## src/hdl/gpq_pkg.sv

```systemverilog
// Shared types and constants for the gamepad input qualifier.
`timescale 1ns / 1ps

package gpq_pkg;

  localparam int unsigned NUM_BUTTONS = 16;
  localparam int unsigned NUM_STICK   = 8;
  localparam int unsigned NUM_TRIG    = 2;
  localparam int unsigned NUM_HOLD    = NUM_BUTTONS + NUM_STICK;
  localparam int unsigned NUM_ALL     = NUM_HOLD + NUM_TRIG;

  localparam int unsigned AXIS_W  = 16;
  localparam int unsigned SCALE_W = 16;
  localparam int unsigned PULL_W  = 8;
  localparam int unsigned QIDX_W  = 5;
  localparam int unsigned QTIME_W = 16;
  localparam int unsigned FIRST_W = 6;

  // Active-vector bit positions
  localparam int unsigned IDX_L_UP    = NUM_BUTTONS + 0;
  localparam int unsigned IDX_L_DOWN  = NUM_BUTTONS + 1;
  localparam int unsigned IDX_L_RIGHT = NUM_BUTTONS + 2;
  localparam int unsigned IDX_L_LEFT  = NUM_BUTTONS + 3;
  localparam int unsigned IDX_R_UP    = NUM_BUTTONS + 4;
  localparam int unsigned IDX_R_DOWN  = NUM_BUTTONS + 5;
  localparam int unsigned IDX_R_RIGHT = NUM_BUTTONS + 6;
  localparam int unsigned IDX_R_LEFT  = NUM_BUTTONS + 7;
  localparam int unsigned IDX_L_TRIG  = NUM_HOLD + 0;
  localparam int unsigned IDX_R_TRIG  = NUM_HOLD + 1;

  localparam logic [FIRST_W-1:0] FIRST_NONE = '1;

  localparam logic [SCALE_W-1:0] FULL_SCALE_RST = 16'd32767;
  localparam logic [PULL_W-1:0]  TRIG_THR_RST   = 8'd127;

  localparam int unsigned CFG_IDX_W  = 2;
  localparam int unsigned CFG_DATA_W = 16;

  typedef enum logic [CFG_IDX_W-1:0] {
    CFG_FULL_SCALE_X   = 2'd0,
    CFG_FULL_SCALE_Y   = 2'd1,
    CFG_TRIG_THRESHOLD = 2'd2
  } cfg_reg_e;

  typedef enum logic [2:0] {
    ST_IDLE,
    ST_QUAL,
    ST_QUERY,
    ST_DIV,
    ST_DONE
  } state_e;

  // First member is the most significant: button_bits lands in the lowest bits
  typedef struct packed {
    logic [QTIME_W-1:0]       query_period;
    logic [QTIME_W-1:0]       query_delay;
    logic [QIDX_W-1:0]        query_index;
    logic [PULL_W-1:0]        right_pull;
    logic [PULL_W-1:0]        left_pull;
    logic signed [AXIS_W-1:0] right_y;
    logic signed [AXIS_W-1:0] right_x;
    logic signed [AXIS_W-1:0] left_y;
    logic signed [AXIS_W-1:0] left_x;
    logic [NUM_BUTTONS-1:0]   button_bits;
  } frame_t;

  typedef struct packed {
    logic                      repeat_fire;
    logic signed [FIRST_W-1:0] first_active;
    logic [NUM_ALL-1:0]        release_edges;
    logic [NUM_ALL-1:0]        press_edges;
    logic [NUM_ALL-1:0]        held_bits;
  } result_t;

  localparam int unsigned FRAME_W     = $bits(frame_t);
  localparam int unsigned RESULT_W    = $bits(result_t);
  localparam int unsigned IN_TDATA_W  = ((FRAME_W + 7) / 8) * 8;
  localparam int unsigned OUT_TDATA_W = ((RESULT_W + 7) / 8) * 8;

endpackage

```

## src/hdl/gpq_axis.sv

```systemverilog
// Direction decode for one stick axis against its full-scale register.
`timescale 1ns / 1ps

module gpq_axis (
  input  logic signed [gpq_pkg::AXIS_W-1:0]  axis_i,
  input  logic        [gpq_pkg::SCALE_W-1:0] full_scale_i,
  output logic                               pos_o,
  output logic                               neg_o
);

  localparam int unsigned CW = gpq_pkg::AXIS_W + 2;

  logic signed [CW-1:0] twice;
  logic signed [CW-1:0] scale;

  // 2*axis vs +/- full scale: exact form of axis/full > 0.5
  assign twice = {axis_i[gpq_pkg::AXIS_W-1], axis_i, 1'b0};
  assign scale = $signed({2'b00, full_scale_i});
  assign pos_o = twice > scale;
  assign neg_o = twice < -scale;

endmodule

```

## src/hdl/gpq_lane.sv

```systemverilog
// Saturating hold counter for one button or stick direction.
`timescale 1ns / 1ps

module gpq_lane #(
  parameter int unsigned HOLD_WIDTH = 16
) (
  input  logic                  clk_i,
  input  logic                  rst_ni,
  input  logic                  step_i,
  input  logic                  active_i,
  output logic [HOLD_WIDTH-1:0] hold_o
);

  logic [HOLD_WIDTH-1:0] hold_q;
  logic [HOLD_WIDTH-1:0] hold_d;

  always_comb begin
    hold_d = hold_q;
    if (step_i) begin
      if (!active_i) begin
        hold_d = '0;
      end else if (hold_q != '1) begin
        hold_d = hold_q + HOLD_WIDTH'(1);
      end
    end
  end

  always_ff @(posedge clk_i or negedge rst_ni) begin
    if (!rst_ni) begin
      hold_q <= '0;
    end else begin
      hold_q <= hold_d;
    end
  end

  assign hold_o = hold_q;

endmodule

```

## src/hdl/gpq_rem.sv

```systemverilog
// Restoring remainder unit: one dividend bit per cycle.
`timescale 1ns / 1ps

module gpq_rem #(
  parameter int unsigned DW = 16,
  parameter int unsigned VW = 16
) (
  input  logic          clk_i,
  input  logic          rst_ni,
  input  logic          start_i,
  input  logic [DW-1:0] dividend_i,
  input  logic [VW-1:0] divisor_i,
  output logic          done_o,
  output logic [VW-1:0] rem_o
);

  localparam int unsigned CNT_W = $clog2(DW + 1);

  logic [DW-1:0]    dvd_q, dvd_d;
  logic [VW-1:0]    div_q, div_d;
  logic [VW-1:0]    rem_q, rem_d;
  logic [CNT_W-1:0] cnt_q, cnt_d;
  logic             busy_q, busy_d;
  logic             done_q, done_d;
  logic [VW:0]      trial;

  assign trial = {rem_q, dvd_q[DW-1]};

  always_comb begin
    dvd_d  = dvd_q;
    div_d  = div_q;
    rem_d  = rem_q;
    cnt_d  = cnt_q;
    busy_d = busy_q;
    done_d = 1'b0;
    if (start_i) begin
      dvd_d  = dividend_i;
      div_d  = divisor_i;
      rem_d  = '0;
      cnt_d  = CNT_W'(DW);
      busy_d = 1'b1;
    end else if (busy_q) begin
      dvd_d = dvd_q << 1;
      if (trial >= {1'b0, div_q}) begin
        rem_d = VW'(trial - {1'b0, div_q});
      end else begin
        rem_d = trial[VW-1:0];
      end
      cnt_d = cnt_q - CNT_W'(1);
      if (cnt_q == CNT_W'(1)) begin
        busy_d = 1'b0;
        done_d = 1'b1;
      end
    end
  end

  always_ff @(posedge clk_i or negedge rst_ni) begin
    if (!rst_ni) begin
      busy_q <= 1'b0;
      done_q <= 1'b0;
      cnt_q  <= '0;
    end else begin
      busy_q <= busy_d;
      done_q <= done_d;
      cnt_q  <= cnt_d;
    end
  end

  always_ff @(posedge clk_i) begin
    dvd_q <= dvd_d;
    div_q <= div_d;
    rem_q <= rem_d;
  end

  assign done_o = done_q;
  assign rem_o  = rem_q;

endmodule

```

## src/hdl/gamepad_input_qualifier_top.sv

```systemverilog
// Top level of the gamepad input qualifier: lanes, merge stage and repeat query.
`timescale 1ns / 1ps
//
// One poll frame enters on the s_axis channel; one result leaves on m_axis.
// Configuration (full scales, trigger threshold) is written on the cfg
// channel by register index; the user writes it only while no frame is in
// flight, which the block itself does not enforce. cfg_ready_o is always
// high and indexes beyond the register list are dropped. From accept to
// result valid a frame passes these steps: qualify all 26 inputs and step
// the 24 hold counters in parallel lanes, pick the queried counter, run the
// bit-serial remainder unit (only when the repeat branch needs it; otherwise
// it is skipped), then load the output register. One frame is worked at a
// time: the next frame is accepted only in idle, after the last one has
// been loaded into the output register.
// The result sits in an output register: the next frame is taken while it
// waits, and a stalled receiver only holds the finished frame in its last
// step. Reset clears the previous-frame flags and the hold counters and loads
// the register defaults (full scale 32767, threshold 127).
//
module gamepad_input_qualifier_top #(
  parameter int unsigned HOLD_WIDTH = 16
) (
  input  logic                                  clk_i,
  input  logic                                  rst_ni,
  // button_bits, left_x, left_y, right_x, right_y, left_pull, right_pull,
  // query_index, query_delay, query_period (lowest bit up)
  input  logic [gpq_pkg::IN_TDATA_W-1:0]        s_axis_tdata,
  input  logic                                  s_axis_tvalid,
  output logic                                  s_axis_tready,
  // held_bits, press_edges, release_edges, first_active, repeat_fire
  output logic [gpq_pkg::OUT_TDATA_W-1:0]       m_axis_tdata,
  output logic                                  m_axis_tvalid,
  input  logic                                  m_axis_tready,
  input  logic                                  cfg_valid_i,
  output logic                                  cfg_ready_o,
  input  logic [gpq_pkg::CFG_IDX_W-1:0]         cfg_index_i,
  input  logic [gpq_pkg::CFG_DATA_W-1:0]        cfg_data_i
);

  localparam int unsigned CMP_W = (HOLD_WIDTH > gpq_pkg::QTIME_W) ?
                                  HOLD_WIDTH : gpq_pkg::QTIME_W;

  gpq_pkg::state_e state_q, state_d;

  logic [gpq_pkg::SCALE_W-1:0] full_scale_x_q;
  logic [gpq_pkg::SCALE_W-1:0] full_scale_y_q;
  logic [gpq_pkg::PULL_W-1:0]  trig_thr_q;

  gpq_pkg::frame_t  frame_q;
  gpq_pkg::result_t result_q;
  logic             m_valid_q, m_valid_d;

  logic [gpq_pkg::NUM_ALL-1:0] prev_q;
  logic [gpq_pkg::NUM_ALL-1:0] held_q, press_q, rel_q;
  logic [gpq_pkg::FIRST_W-1:0] first_q, first_d;
  logic                        fire_q, fire_d;

  logic [gpq_pkg::NUM_ALL-1:0] act;
  logic [gpq_pkg::NUM_STICK-1:0] stick;
  logic [HOLD_WIDTH-1:0]       hold_w [gpq_pkg::NUM_HOLD];
  logic [HOLD_WIDTH-1:0]       hold_sel;
  logic [CMP_W-1:0]            diff;
  logic                        q_valid;

  logic                        in_xfer;
  logic                        lane_step;
  logic                        load_out;
  logic                        rem_start;
  logic                        rem_done;
  logic [gpq_pkg::QTIME_W-1:0] rem_val;

  // Configuration
  assign cfg_ready_o = 1'b1;

  always_ff @(posedge clk_i or negedge rst_ni) begin
    if (!rst_ni) begin
      full_scale_x_q <= gpq_pkg::FULL_SCALE_RST;
      full_scale_y_q <= gpq_pkg::FULL_SCALE_RST;
      trig_thr_q     <= gpq_pkg::TRIG_THR_RST;
    end else if (cfg_valid_i && cfg_ready_o) begin
      unique case (cfg_index_i)
        gpq_pkg::CFG_FULL_SCALE_X:   full_scale_x_q <= cfg_data_i;
        gpq_pkg::CFG_FULL_SCALE_Y:   full_scale_y_q <= cfg_data_i;
        gpq_pkg::CFG_TRIG_THRESHOLD: trig_thr_q <= cfg_data_i[gpq_pkg::PULL_W-1:0];
        default: ;
      endcase
    end
  end

  // Qualification lanes
  gpq_axis u_axis_ly (
    .axis_i(frame_q.left_y), .full_scale_i(full_scale_y_q),
    .pos_o(stick[0]), .neg_o(stick[1])
  );
  gpq_axis u_axis_lx (
    .axis_i(frame_q.left_x), .full_scale_i(full_scale_x_q),
    .pos_o(stick[2]), .neg_o(stick[3])
  );
  gpq_axis u_axis_ry (
    .axis_i(frame_q.right_y), .full_scale_i(full_scale_y_q),
    .pos_o(stick[4]), .neg_o(stick[5])
  );
  gpq_axis u_axis_rx (
    .axis_i(frame_q.right_x), .full_scale_i(full_scale_x_q),
    .pos_o(stick[6]), .neg_o(stick[7])
  );

  always_comb begin
    act = '0;
    act[gpq_pkg::NUM_BUTTONS-1:0] = frame_q.button_bits;
    act[gpq_pkg::IDX_R_LEFT:gpq_pkg::IDX_L_UP] = stick;
    act[gpq_pkg::IDX_L_TRIG] = frame_q.left_pull > trig_thr_q;
    act[gpq_pkg::IDX_R_TRIG] = frame_q.right_pull > trig_thr_q;
  end

  for (genvar g = 0; g < gpq_pkg::NUM_HOLD; g++) begin : g_lane
    gpq_lane #(
      .HOLD_WIDTH(HOLD_WIDTH)
    ) u_lane (
      .clk_i   (clk_i),
      .rst_ni  (rst_ni),
      .step_i  (lane_step),
      .active_i(act[g]),
      .hold_o  (hold_w[g])
    );
  end

  // Merge: lowest active index
  always_comb begin
    first_d = gpq_pkg::FIRST_NONE;
    for (int i = gpq_pkg::NUM_ALL - 1; i >= 0; i--) begin
      if (act[i]) begin
        first_d = gpq_pkg::FIRST_W'(i);
      end
    end
  end

  // Repeat query against the counters as updated by this frame
  assign q_valid  = frame_q.query_index < gpq_pkg::QIDX_W'(gpq_pkg::NUM_HOLD);
  assign hold_sel = q_valid ? hold_w[frame_q.query_index] : '0;
  assign diff     = CMP_W'(hold_sel) - CMP_W'(frame_q.query_delay);

  gpq_rem #(
    .DW(HOLD_WIDTH),
    .VW(gpq_pkg::QTIME_W)
  ) u_rem (
    .clk_i     (clk_i),
    .rst_ni    (rst_ni),
    .start_i   (rem_start),
    .dividend_i(diff[HOLD_WIDTH-1:0]),
    .divisor_i (frame_q.query_period),
    .done_o    (rem_done),
    .rem_o     (rem_val)
  );

  // Sequencer
  assign in_xfer = s_axis_tvalid && s_axis_tready;

  always_comb begin
    state_d       = state_q;
    s_axis_tready = 1'b0;
    lane_step     = 1'b0;
    rem_start     = 1'b0;
    load_out      = 1'b0;
    fire_d        = fire_q;
    unique case (state_q)
      gpq_pkg::ST_IDLE: begin
        s_axis_tready = 1'b1;
        if (s_axis_tvalid) begin
          state_d = gpq_pkg::ST_QUAL;
        end
      end
      gpq_pkg::ST_QUAL: begin
        lane_step = 1'b1;
        state_d   = gpq_pkg::ST_QUERY;
      end
      gpq_pkg::ST_QUERY: begin
        fire_d  = 1'b0;
        state_d = gpq_pkg::ST_DONE;
        if (q_valid) begin
          if (CMP_W'(hold_sel) > CMP_W'(frame_q.query_delay)) begin
            if (frame_q.query_period != '0) begin
              rem_start = 1'b1;
              state_d   = gpq_pkg::ST_DIV;
            end
          end else begin
            fire_d = hold_sel == HOLD_WIDTH'(1);
          end
        end
      end
      gpq_pkg::ST_DIV: begin
        if (rem_done) begin
          fire_d  = rem_val == '0;
          state_d = gpq_pkg::ST_DONE;
        end
      end
      gpq_pkg::ST_DONE: begin
        if (!m_valid_q || m_axis_tready) begin
          load_out = 1'b1;
          state_d  = gpq_pkg::ST_IDLE;
        end
      end
      default: state_d = gpq_pkg::ST_IDLE;
    endcase
  end

  always_comb begin
    m_valid_d = m_valid_q;
    if (load_out) begin
      m_valid_d = 1'b1;
    end else if (m_axis_tready) begin
      m_valid_d = 1'b0;
    end
  end

  always_ff @(posedge clk_i or negedge rst_ni) begin
    if (!rst_ni) begin
      state_q   <= gpq_pkg::ST_IDLE;
      m_valid_q <= 1'b0;
      prev_q    <= '0;
    end else begin
      state_q   <= state_d;
      m_valid_q <= m_valid_d;
      if (lane_step) begin
        prev_q <= act;
      end
    end
  end

  always_ff @(posedge clk_i) begin
    if (in_xfer) begin
      frame_q <= gpq_pkg::frame_t'(s_axis_tdata[gpq_pkg::FRAME_W-1:0]);
    end
    if (lane_step) begin
      held_q  <= act;
      press_q <= act & ~prev_q;
      rel_q   <= prev_q & ~act;
      first_q <= first_d;
    end
    fire_q <= fire_d;
    if (load_out) begin
      result_q.held_bits     <= held_q;
      result_q.press_edges   <= press_q;
      result_q.release_edges <= rel_q;
      result_q.first_active  <= first_q;
      result_q.repeat_fire   <= fire_d;
    end
  end

  assign m_axis_tvalid = m_valid_q;
  assign m_axis_tdata  = gpq_pkg::OUT_TDATA_W'(result_q);

  // Checks
  a_rem_in_div: assert property (@(posedge clk_i) disable iff (!rst_ni)
    rem_done |-> state_q == gpq_pkg::ST_DIV)
    else $error("remainder finished outside the divide step");

  a_edges_vs_held: assert property (@(posedge clk_i) disable iff (!rst_ni)
    m_axis_tvalid |-> ((result_q.press_edges & ~result_q.held_bits) == '0) &&
                      ((result_q.release_edges & result_q.held_bits) == '0))
    else $error("edge flags disagree with held flags");

  a_first_none: assert property (@(posedge clk_i) disable iff (!rst_ni)
    m_axis_tvalid |-> ((result_q.held_bits == '0) ==
                       (result_q.first_active == gpq_pkg::FIRST_NONE)))
    else $error("first_active disagrees with held flags");

  a_step_after_accept: assert property (@(posedge clk_i) disable iff (!rst_ni)
    in_xfer |=> lane_step)
    else $error("accepted frame not qualified in the next cycle");

endmodule

```

## config.mk

```make
export PLATFORM = sky130hd
export DESIGN_NAME = gamepad_input_qualifier_top
export DESIGN_NICKNAME = d
export VERILOG_FILES = /design/src/hdl/gpq_pkg.sv /design/src/hdl/gpq_axis.sv /design/src/hdl/gpq_lane.sv /design/src/hdl/gpq_rem.sv /design/src/hdl/gamepad_input_qualifier_top.sv
export SDC_FILE = /design/constraint.sdc
export NUM_CORES = 2
export LEC_CHECK = 0
export BUFFER_PORTS_ARGS = -buffer_cell sky130_fd_sc_hd__buf_2
export CAP_MARGIN = 20
export CORE_MARGIN = 2
export CORE_UTILIZATION = 65
export CTS_CLUSTER_DIAMETER = 60
export DETAILED_ROUTE_END_ITERATION = 10
export PLACE_DENSITY = 0.84
export SYNTH_ARGS = -nofsm -noshare
export SYNTH_HDL_FRONTEND = slang
export SYNTH_SLANG_ARGS = --single-unit
```

## constraint.sdc

```tcl
create_clock -name clk_i -period 14.7 [get_ports clk_i]
set_clock_uncertainty 0.15 [all_clocks]
set_input_delay 1.47 -clock clk_i [delete_from_list [all_inputs] [get_ports clk_i]]
set_output_delay 1.47 -clock clk_i [all_outputs]
set_load 0.01 [all_outputs]
```

==> impl_metrics.py <==
metrics = {
    "drt": {
        "vias_per_cell": 6.26,
        "wl_per_cell_microns": 21.4,
        "postRouteWirelength_mm": 105,
        "ant_nets": 0,
        "vias": 30600,
        "drc": 0,
        "drt_iter0_drc": 3312,
        "firstDrtPassIters": 6,
    },
    "synthesis": {
        "synth_seq_area_share": 0.529,
        "synthAdderAreaFrac": 0.0597,
        "syn_avg_cell_area_sq_um": 11.2,
        "ys_async_sr_fraction": 0.568,
        "synth_compound_area_frac": 0.0774,
        "ys.flop_type": "dfrtp_1",
        "yosysUniqueCellTypes": 84,
        "yosys_warnings": 0,
        "synth_xor_area_frac": 0.0663,
        "synth_cells": 3716,
        "synth-simple-area-share": 0.161,
        "synth_mux_area_frac": 0.0790,
        "netlist_area_sq_um": 41500,
        "synth_top_family_by_area": "simple AND/OR/NAND/NOR gates",
        "synth-edff-count": 334,
        "ys_ff_latch": 812,
    },
    "clock_tree": {
        "hold_buffers": 0,
        "clockRootBuffer": "clkbuf_16",
        "htreeDepth": 3,
        "clk_latency_ns": 0.65,
        "cts_buffers": 86,
        "cts.reportedPaths.clkPinSlew_ns": 0.06,
        "cts_tree": "done",
        "post_cts_buffers": 0,
        "cts.path.max_buffers": 3,
        "clock_sinks": 812,
        "cts_resized": 0,
    },
    "grt": {
        "grt_overflow_total": 0,
        "grt_pass1_wl_mm": 165,
        "grt_pass1_vias": 30400,
        "track_usage": 0.320,
        "antenna_found_initial": 5,
        "grt_max_degree": 121,
    },
    "power": {
        "pwr-share-seq": 0.443,
        "ir_drop_uv": 130,
        "pwr-share-clk": 0.318,
        "power_leakage_nw": 19.7,
        "cellPowerDensity_nw_per_um2": 153,
        "p_int_w": 0.00480,
        "comb_power_share": 0.239,
        "p_sw_w": 0.00235,
        "swShare": 0.329,
    },
    "critical_path": {
        "worstSetupPathType": "reg2reg",
        "r2r_cells": 18,
        "crit_path_max_fanout": 56,
        "start_kind": "flop",
        "crit_required_ns": 14.83,
        "worstPathArrival_ns": 6.92,
        "end_kind": "flop",
    },
    "sta": {
        "slew_headroom": 0.250,
        "fin_crit_ns": 6.79,
        "fin_ws_ns": 7.91,
        "tns_ns": 0,
        "rsz0062_at_grt": "false",
        "fmax_mhz": 147,
        "finalMaxSlewViolations": 0,
        "finalHoldViolations": 0,
        "min_period_over_period": 0.462,
        "tightest_slew_ns": 1.12,
        "setup_viol": 0,
    },
    "finish": {
        "fin_util": 0.739,
        "syn2layout_area_growth_pct": 12.3,
        "nFillCells": 3988,
        "mostFrequentLayoutCell": "nor2_1",
        "finalNetCount": 4325,
        "layout_common_cells": "468 x nor2_1, 424 x dfrtp_1, 334 x edfxtp_1",
        "drive_gt1_frac": 0.157,
    },
    "run": {
        "cap_viol_max_count": 0,
    },
    "die": {
        "die_w_microns": 257,
        "start_util": 0.658,
        "die_h_microns": 257,
        "die_area_sq_um": 65900,
        "core-area_sq_um": 63100,
        "num_io_pins": 250,
        "num_rows": 92,
    },
    "min_path": {
        "hold_path_class": "reg2reg",
        "whs_path_depth": 0,
    },
    "status": {
        "status": "finished, final reports clean",
    },
    "placed_design": {
        "hpwlAfterDp_mm": 73.6,
        "portBuffers": 242,
        "place_ws_ns": 7.81,
        "gp_congestion": 0.925,
    },
}
power groups by stage:
stage,sequential (W),combinational (W),clock [W]
after global routing,0.00321,0.00188,0.00237
after detailed placement,0.00319,0.00167,0
after CTS,0.00316,0.00170,0.00228
after floorplan,0.00314,0.00112,0
final,0.00317,0.00171,0.00227
after global placement,0.00317,0.00161,0
cells by family after synthesis:
group                      after synthesis
and+or+nand+nor                       1411
DFF                                    812
AOI/OAI and AO/OA                      512
xor gates and xnor gates               314
buffers and inverters                  287
adders and majority gates              197
muxes                                  181
other                                    2
metal layers:
layer	wire length [microns]	global-route usage
met2	50800	0.525
met3	8170	0.0544
met5	0	0
met1	39900	0.411
met4	6020	0.171
through the flow:
step	total power, W	hold WS (ns)	cell area [sq um]	instances
finish	0.00715	0.263	46600	4894
global route	0.00746	0.271	46600	4894
CTS	0.00714	0.264	46600	4886
detailed placement	0.00487	0.255	43600	4725
global placement	0.00478	0.250	43600	4725
floorplan	0.00426	0.250	41500	3718
path summary, 6_finish.rpt:
check | start | endpoint | slack, ns
setup reg to reg | frame_q[97] | u_rem.dvd_q[2] | 7.91
max in group asynchronous | rst_ni | g_lane[16].u_lane.hold_o[11] | 10.49
hold / removal | held_q[4] | m_axis_tdata[4] | 0.26
setup / recovery | frame_q[97] | u_rem.dvd_q[2] | 7.91
min in group asynchronous | rst_ni | m_axis_tvalid | 0.72
hold reg to reg | held_q[4] | m_axis_tdata[4] | 0.26
Yosys cell counts (6+ instances only):
cell type / count / share of area
a211oi_1: 34 / 0.0062
nand4_1: 85 / 0.013
nor2b_1: 49 / 0.0074
dfrtp_1: 424 / 0.26
nor3_1: 56 / 0.0068
and4_1: 13 / 0.0027
o22ai_1: 10 / 0.0015
dfxtp_1: 17 / 0.0082
o31ai_1: 22 / 0.0040
nand2b_1: 17 / 0.0026
dfstp_2: 37 / 0.023
nand3_1: 193 / 0.023
mux2i_1: 25 / 0.0060
clkbuf_1: 87 / 0.0079
inv_1: 170 / 0.015
nand2_1: 306 / 0.028
mux4_2: 109 / 0.059
a21o_1: 31 / 0.0056
nor4_1: 29 / 0.0044
o2111ai_1: 6 / 0.0013
o21ai_0: 172 / 0.021
a22o_1: 7 / 0.0015
and2_1: 29 / 0.0044
o21bai_1: 9 / 0.0016
o21a_1: 20 / 0.0036
xnor2_1: 137 / 0.029
and3_1: 74 / 0.011
buf_2: 15 / 0.0018
nor2_1: 470 / 0.043
ha_1: 194 / 0.059
edfxtp_1: 334 / 0.24
o211ai_1: 12 / 0.0022
or3_1: 58 / 0.0087
a21oi_1: 116 / 0.014
xor2_1: 177 / 0.037
or2_2: 9 / 0.0014
mux2_2: 44 / 0.012
buf_1: 6 / 0.00054
a31oi_1: 16 / 0.0024
state kept, by name (all words and copies together) (netlist names):
register and count:
trig_thr_q 8, rel_q 26, first_q 6, act 16
prev_q 26, u_rem.busy_q 1, full_scale_x_q 16, m_axis_tvalid 1
m_axis_tdata 85, u_rem.rem_o 16, state_q 3, u_rem.done_o 1
held_q 26, fire_q 1, u_rem.cnt_q 5, u_rem.dvd_q 16
u_rem.div_q 16, full_scale_y_q 16, frame_q 117, press_q 26
g_lane.u_lane.hold_o 384
final cells by class:
cell class                      count  area, sq um  area share
Inverter                          173          654      0.0140
Sequential cell                   812        22000       0.471
Timing Repair Buffer              278         1510      0.0323
Multi-Input combinational cell   2619        18500       0.396
Antenna cell                        5         12.5    0.000268
Tap cell                          846         1060      0.0227
Clock buffer                      116         2430      0.0521
Clock inverter                     45          543      0.0116
worst max-delay path, stage by stage (launching register included):
cell and delay [ns]:
edfxtp_1 0.32, buf_4 0.48, buf_4 0.72, mux4_2 0.47, mux4_2 0.47, inv_1 0.07
o22ai_1 0.14, ha_1 0.42, a21o_1 0.14, a21oi_1 0.09, o21bai_1 0.20, a2111oi_0 0.13
dlymetal6s2s_1 0.20, o31a_1 0.31, a211o_2 0.43, nor2_4 0.59, buf_4 0.45, nor2_1 0.11
inv_1 0.48
(Power assumes the default switching activity.)
